--- src/rtl/crcff_pkg.sv ---
package crcff_pkg;

    localparam int unsigned CountBitsDefault = 32;
    localparam logic [31:0] CrcPoly = 32'hEDB88320;
    localparam int unsigned ByteShift = 24;

    typedef struct packed {
        logic [31:0] s;
        logic [31:0] add;
    } t_word;

    // carryless product of two 32-bit values
    function automatic logic [63:0] clmul(input logic [31:0] a, input logic [31:0] b);
        logic [63:0] acc;
        acc = '0;
        for (int i = 0; i < 32; i++) begin
            if (a[i]) begin
                acc = acc ^ ({32'h0, b} << i);
            end
        end
        return acc;
    endfunction

    // reflected reduction of 64 bits down to 32
    function automatic logic [31:0] fold(input logic [63:0] w);
        logic [63:0] v;
        logic        low;
        v = w;
        for (int i = 0; i < 32; i++) begin
            low = v[0];
            v = v >> 1;
            if (low) begin
                v = v ^ {32'h0, CrcPoly};
            end
        end
        return v[31:0];
    endfunction

    function automatic logic [31:0] mulmod(input logic [31:0] a, input logic [31:0] b);
        return fold(clmul(a, b));
    endfunction

    // multiplier for 2^idx bytes, squared up from one byte
    function automatic logic [31:0] stage_mult(input int unsigned idx);
        logic [31:0] m;
        m = 32'h1 << ByteShift;
        for (int unsigned i = 0; i < idx; i++) begin
            m = mulmod(m, m);
        end
        return m;
    endfunction

endpackage

--- src/rtl/crcff_stage.sv ---
module crcff_stage #(
    parameter int unsigned COUNT_BITS = crcff_pkg::CountBitsDefault,
    parameter int unsigned IDX = 0
) (
    input  logic                    i_clk,
    input  logic                    i_rst_n,
    input  logic                    i_en,
    input  logic                    i_valid,
    input  crcff_pkg::t_word        i_data,
    input  logic [COUNT_BITS-1:0]   i_count,
    output logic                    o_valid,
    output crcff_pkg::t_word        o_data,
    output logic [COUNT_BITS-1:0]   o_count
);

    localparam logic [31:0] Mult = crcff_pkg::stage_mult(IDX);

    logic [31:0] s_terms [32];
    logic [31:0] f_terms [32];
    logic [31:0] a_terms [32];
    logic [31:0] s_mul;
    logic [31:0] a_fold;
    logic [31:0] a_mul;

    logic                  r_valid;
    crcff_pkg::t_word      r_data;
    logic [COUNT_BITS-1:0] r_count;
    crcff_pkg::t_word      n_data;

    // constant multiply as fixed xor columns
    for (genvar j = 0; j < 32; j++) begin : g_col
        localparam logic [31:0] ColMul  = crcff_pkg::mulmod(32'h1 << j, Mult);
        localparam logic [31:0] ColFold = crcff_pkg::fold(64'h1 << j);
        assign s_terms[j] = {32{i_data.s[j]}} & ColMul;
        assign f_terms[j] = {32{i_data.add[j]}} & ColFold;
        assign a_terms[j] = {32{i_data.add[j]}} & ColMul;
    end

    always_comb begin
        s_mul  = '0;
        a_fold = '0;
        a_mul  = '0;
        for (int j = 0; j < 32; j++) begin
            s_mul  = s_mul ^ s_terms[j];
            a_fold = a_fold ^ f_terms[j];
            a_mul  = a_mul ^ a_terms[j];
        end
        n_data.s   = i_count[IDX] ? (s_mul ^ a_fold) : i_data.s;
        n_data.add = a_mul ^ i_data.add;
    end

    always_ff @(posedge i_clk) begin
        if (!i_rst_n) begin
            r_valid <= 1'b0;
        end else if (i_en) begin
            r_valid <= i_valid;
        end
        if (i_en) begin
            r_data  <= n_data;
            r_count <= i_count;
        end
    end

    assign o_valid = r_valid;
    assign o_data  = r_data;
    assign o_count = r_count;

endmodule

--- config.mk ---
export PLATFORM = sky130hd
export DESIGN_NAME = crcff_stage
export DESIGN_NICKNAME = d
export VERILOG_FILES = /design/src/rtl/crcff_pkg.sv /design/src/rtl/crcff_stage.sv
export SDC_FILE = /design/constraint.sdc
export NUM_CORES = 1
export LEC_CHECK = 0
export BUFFER_PORTS_ARGS = -buffer_cell sky130_fd_sc_hd__buf_2
export CAP_MARGIN = 30
export CORE_AREA = 2 2 145 147
export DETAILED_ROUTE_END_ITERATION = 8
export DIE_AREA = 0 0 147 149
export PLACE_DENSITY_LB_ADDON = 0.08
export RECOVER_POWER = 25
export SYNTH_ARGS = -nofsm -noshare
export SYNTH_HDL_FRONTEND = slang
export SYNTH_SLANG_ARGS = --single-unit
--- constraint.sdc ---
create_clock -name i_clk -period 5.65 [get_ports i_clk]
set_clock_uncertainty 0.2 [all_clocks]
set_input_delay 1.4125 -clock i_clk [delete_from_list [all_inputs] [get_ports i_clk]]
set_output_delay 1.4125 -clock i_clk [all_outputs]
set_load 0.005 [all_outputs]
==> impl_metrics.py <==
metrics = {
    "status": {
        "status": "finished, violations left",
        "violations": "capacitance limit, slew limit",
    },
    "layout": {
        "insertedDiodeCount": 0,
        "final_layout_size_suffix_gt1_share_pct": 35.3,
        "area.growth.synth_to_final_pct": 20.3,
        "layout.cells.most_common": "sky130_fd_sc_hd__xnor2_1",
        "nNetsFinal": 772,
        "layout.cells.non_filler": 952,
        "fin_area_sq_um": 8390,
        "leading_cell_types_in_the_layout_fill_and_taps_excluded": "sky130_fd_sc_hd__xnor2_1 (209), sky130_fd_sc_hd__buf_2 (190), sky130_fd_sc_hd__edfxtp_1 (96)",
    },
    "grt": {
        "grt_max_degree": 67,
        "grt_pass1_wl_microns": 30900,
        "busiest_layer": "met2",
        "globalRouteTotalUtil_pct": 19.9,
        "via_count_of_the_first_global_routing_pass": 4464,
        "grtUsageMet1_pct": 25.9,
        "grt_use_met2_pct": 34.3,
        "met3_usage_pct": 3.03,
        "gr-total-overflow": 0,
        "grt_antenna_before_repair": 0,
    },
    "clock_network": {
        "holdBufCountCts": 0,
        "clkTransAtPathRegs_ns": 0.08,
        "tritoncts": "built",
        "cts.root.buffer_cell": "sky130_fd_sc_hd__clkbuf_16",
        "cts_setup_buffers": 0,
        "cts_sinks": 97,
        "numCtsBuffers": 9,
        "clock_path_buffers": 2,
        "post_cts.resized_instances": 0,
        "cts.htree.levels": 3,
        "clkLatencyLatePin_ns": 0.35,
    },
    "timing": {
        "finalHoldWorstSlack_ns": 0.342,
        "relSlewSlack_pct": -19.9,
        "fin_setup_tns_ns": 0,
        "drv_slew": 67,
        "fmaxAchievable_ghz": 0.244,
        "post-route-period-util_pct": 72.6,
        "finalWorstPathRequiredPeriod_ns": 4.10,
        "grt_setup_unrepaired": "false",
        "tightest_slew_ns": 1.80,
        "setup_viol_count_final": 0,
        "finalHoldViolCount": 0,
    },
    "critical_path": {
        "cp-end-kind": "register",
        "critPathKind": "in2reg",
        "path_max_fanout": 9,
        "timing.critical_path.cells": "clkbuf_1 > xnor2_1 > xnor2_1 > xnor2_1 > xnor3_1 > mux2_2",
        "crit_path_start_kind": "primary input",
        "critical_path.most_common_cell": "sky130_fd_sc_hd__xnor2_1",
        "timing.critical_path.arrival_ns": 4.02,
        "crit_required_ns": 5.57,
        "cp_slowest_cell": "sky130_fd_sc_hd__clkbuf_1",
        "timing.critical_path.slowest_cell_delay_ns": 0.79,
    },
    "drt": {
        "drtIter0Drc": 226,
        "wl_per_cell_microns": 22.7,
        "route.vias.total": 4244,
        "drtAntennaViolNets": 0,
        "detail_route.wirelength_microns": 21600,
        "drt_first_pass_iters": 4,
        "drt-vias-per-instance": 4.46,
        "drt_drc_violations_left": 0,
    },
    "synth": {
        "yosys.cell_types.count": 22,
        "yosys_warnings": 0,
        "post_synthesis_instance_area_sq_um": 6970,
        "synth_area_per_cell_sq_um": 14.0,
        "syn-num-nets": 598,
        "portion_of_the_post_synthesis_area_used_by_sequential_elements_pct": 41.6,
        "synthCells": 498,
        "leading_cell_types_by_total_area_after_synthesis": "sky130_fd_sc_hd__edfxtp_1 (41%), sky130_fd_sc_hd__xnor2_1 (26%), sky130_fd_sc_hd__xnor3_1 (12%)",
        "yosys_register_bits": 97,
        "synth_top_area_share_pct": 41.3,
        "synth_top_cell_by_area": "sky130_fd_sc_hd__edfxtp_1",
    },
    "placed_design": {
        "placed_cell_area_sq_um": 8120,
        "port_buffers": 196,
        "dpl.hpwl_microns": 16900,
        "place.gp.congestion": 0.943,
        "place_inst": 936,
    },
    "floorplanning": {
        "placement_rows": 53,
        "top_level_ports": 197,
        "floorplan.initialDensity_pct": 33.9,
        "die_w_microns": 147,
        "floorplan.die.height_microns": 149,
        "core-area_sq_um": 20600,
        "die_area_sq_um": 21900,
    },
    "run": {
        "drv_cap": 1,
    },
    "worst_hold_path": {
        "worstHoldPathType": "reg2reg",
    },
    "power": {
        "p_per_area_nw_per_um2": 353,
        "vdd_ir_drop_max_v": 0.000144,
        "cellLeakagePower_nw": 3.42,
    },
}
routing by layer:
metal / wire length, microns / vias to the layer above
met2: 10500 / 176
met4: 479 / 0
met1: 9220 / 2041
met3: 1430 / 21
li1: - / 2006
met5: 0 / -
worst max-delay path: cells and delay by family:
family,cells,cell delay [ns]
buffers and inverters,1,0.79
muxes,1,0.27
xor gates and xnor gates,4,1.54
sequential cells by signal (all words and copies together), names as in the netlist:
| name | cells |
|---|---|
| o_data | 64 |
| o_valid | 1 |
| o_count | 32 |
cell usage after synthesis (all sizes together):
cell / instances
nor2b: 1
mux2i: 1
edfxtp: 96
xnor2: 219
xnor3: 39
xor3: 5
nor2: 16
xor2: 53
a21oi: 16
mux2: 16
dfxtp: 1
clkbuf: 8
buf: 27
report_power, final:
group,total (W),internal [W],leakage [nW],switching [W]
combinational,0.00134,0.000720,2.33,0.000616
sequential,0.00101,0.000978,0.948,0.0000330
clock,0.000613,0.000308,0.140,0.000305
total,0.00296,0.00201,3.42,0.000954
worst paths after layout:
kind	slack (ns)	cells past startpoint	start	endpoint
setup / recovery	1.55	6	i_data[0]	o_data[50]
hold / removal	0.34	2	o_valid	o_valid
hold reg to reg	0.34	2	o_valid	o_valid
setup reg to reg	4.82	2	o_valid	o_valid
area by class of cell:
cell class	count	area, sq um
flip-flops and latches	97	2900
well taps	275	344
repair buffers	198	990
clock buffers	9	225
clock inverters	7	61.3
fillers	2044	12200
multi-input cells	366	3860
cell families after synthesis:
family	Yosys count	synth area share (%)
simple gates	17	0.951
compound gates	16	1.15
buf+inv	35	2.84
mux	17	2.78
xor+xnor	316	50.6
flops	97	41.6
stage by stage:
step	setup slack (ns)	power, W	util, %
2_1_floorplan	2.10	0.00197	-
3_3_place_gp	1.65	0.00238	39.5
3_5_place_dp	1.63	0.00237	39.5
4_1_cts	2.01	0.00301	40.9
5_1_grt	1.46	0.00312	40.8
6_report	1.55	0.00296	40.8
(Power assumes the default switching activity.)
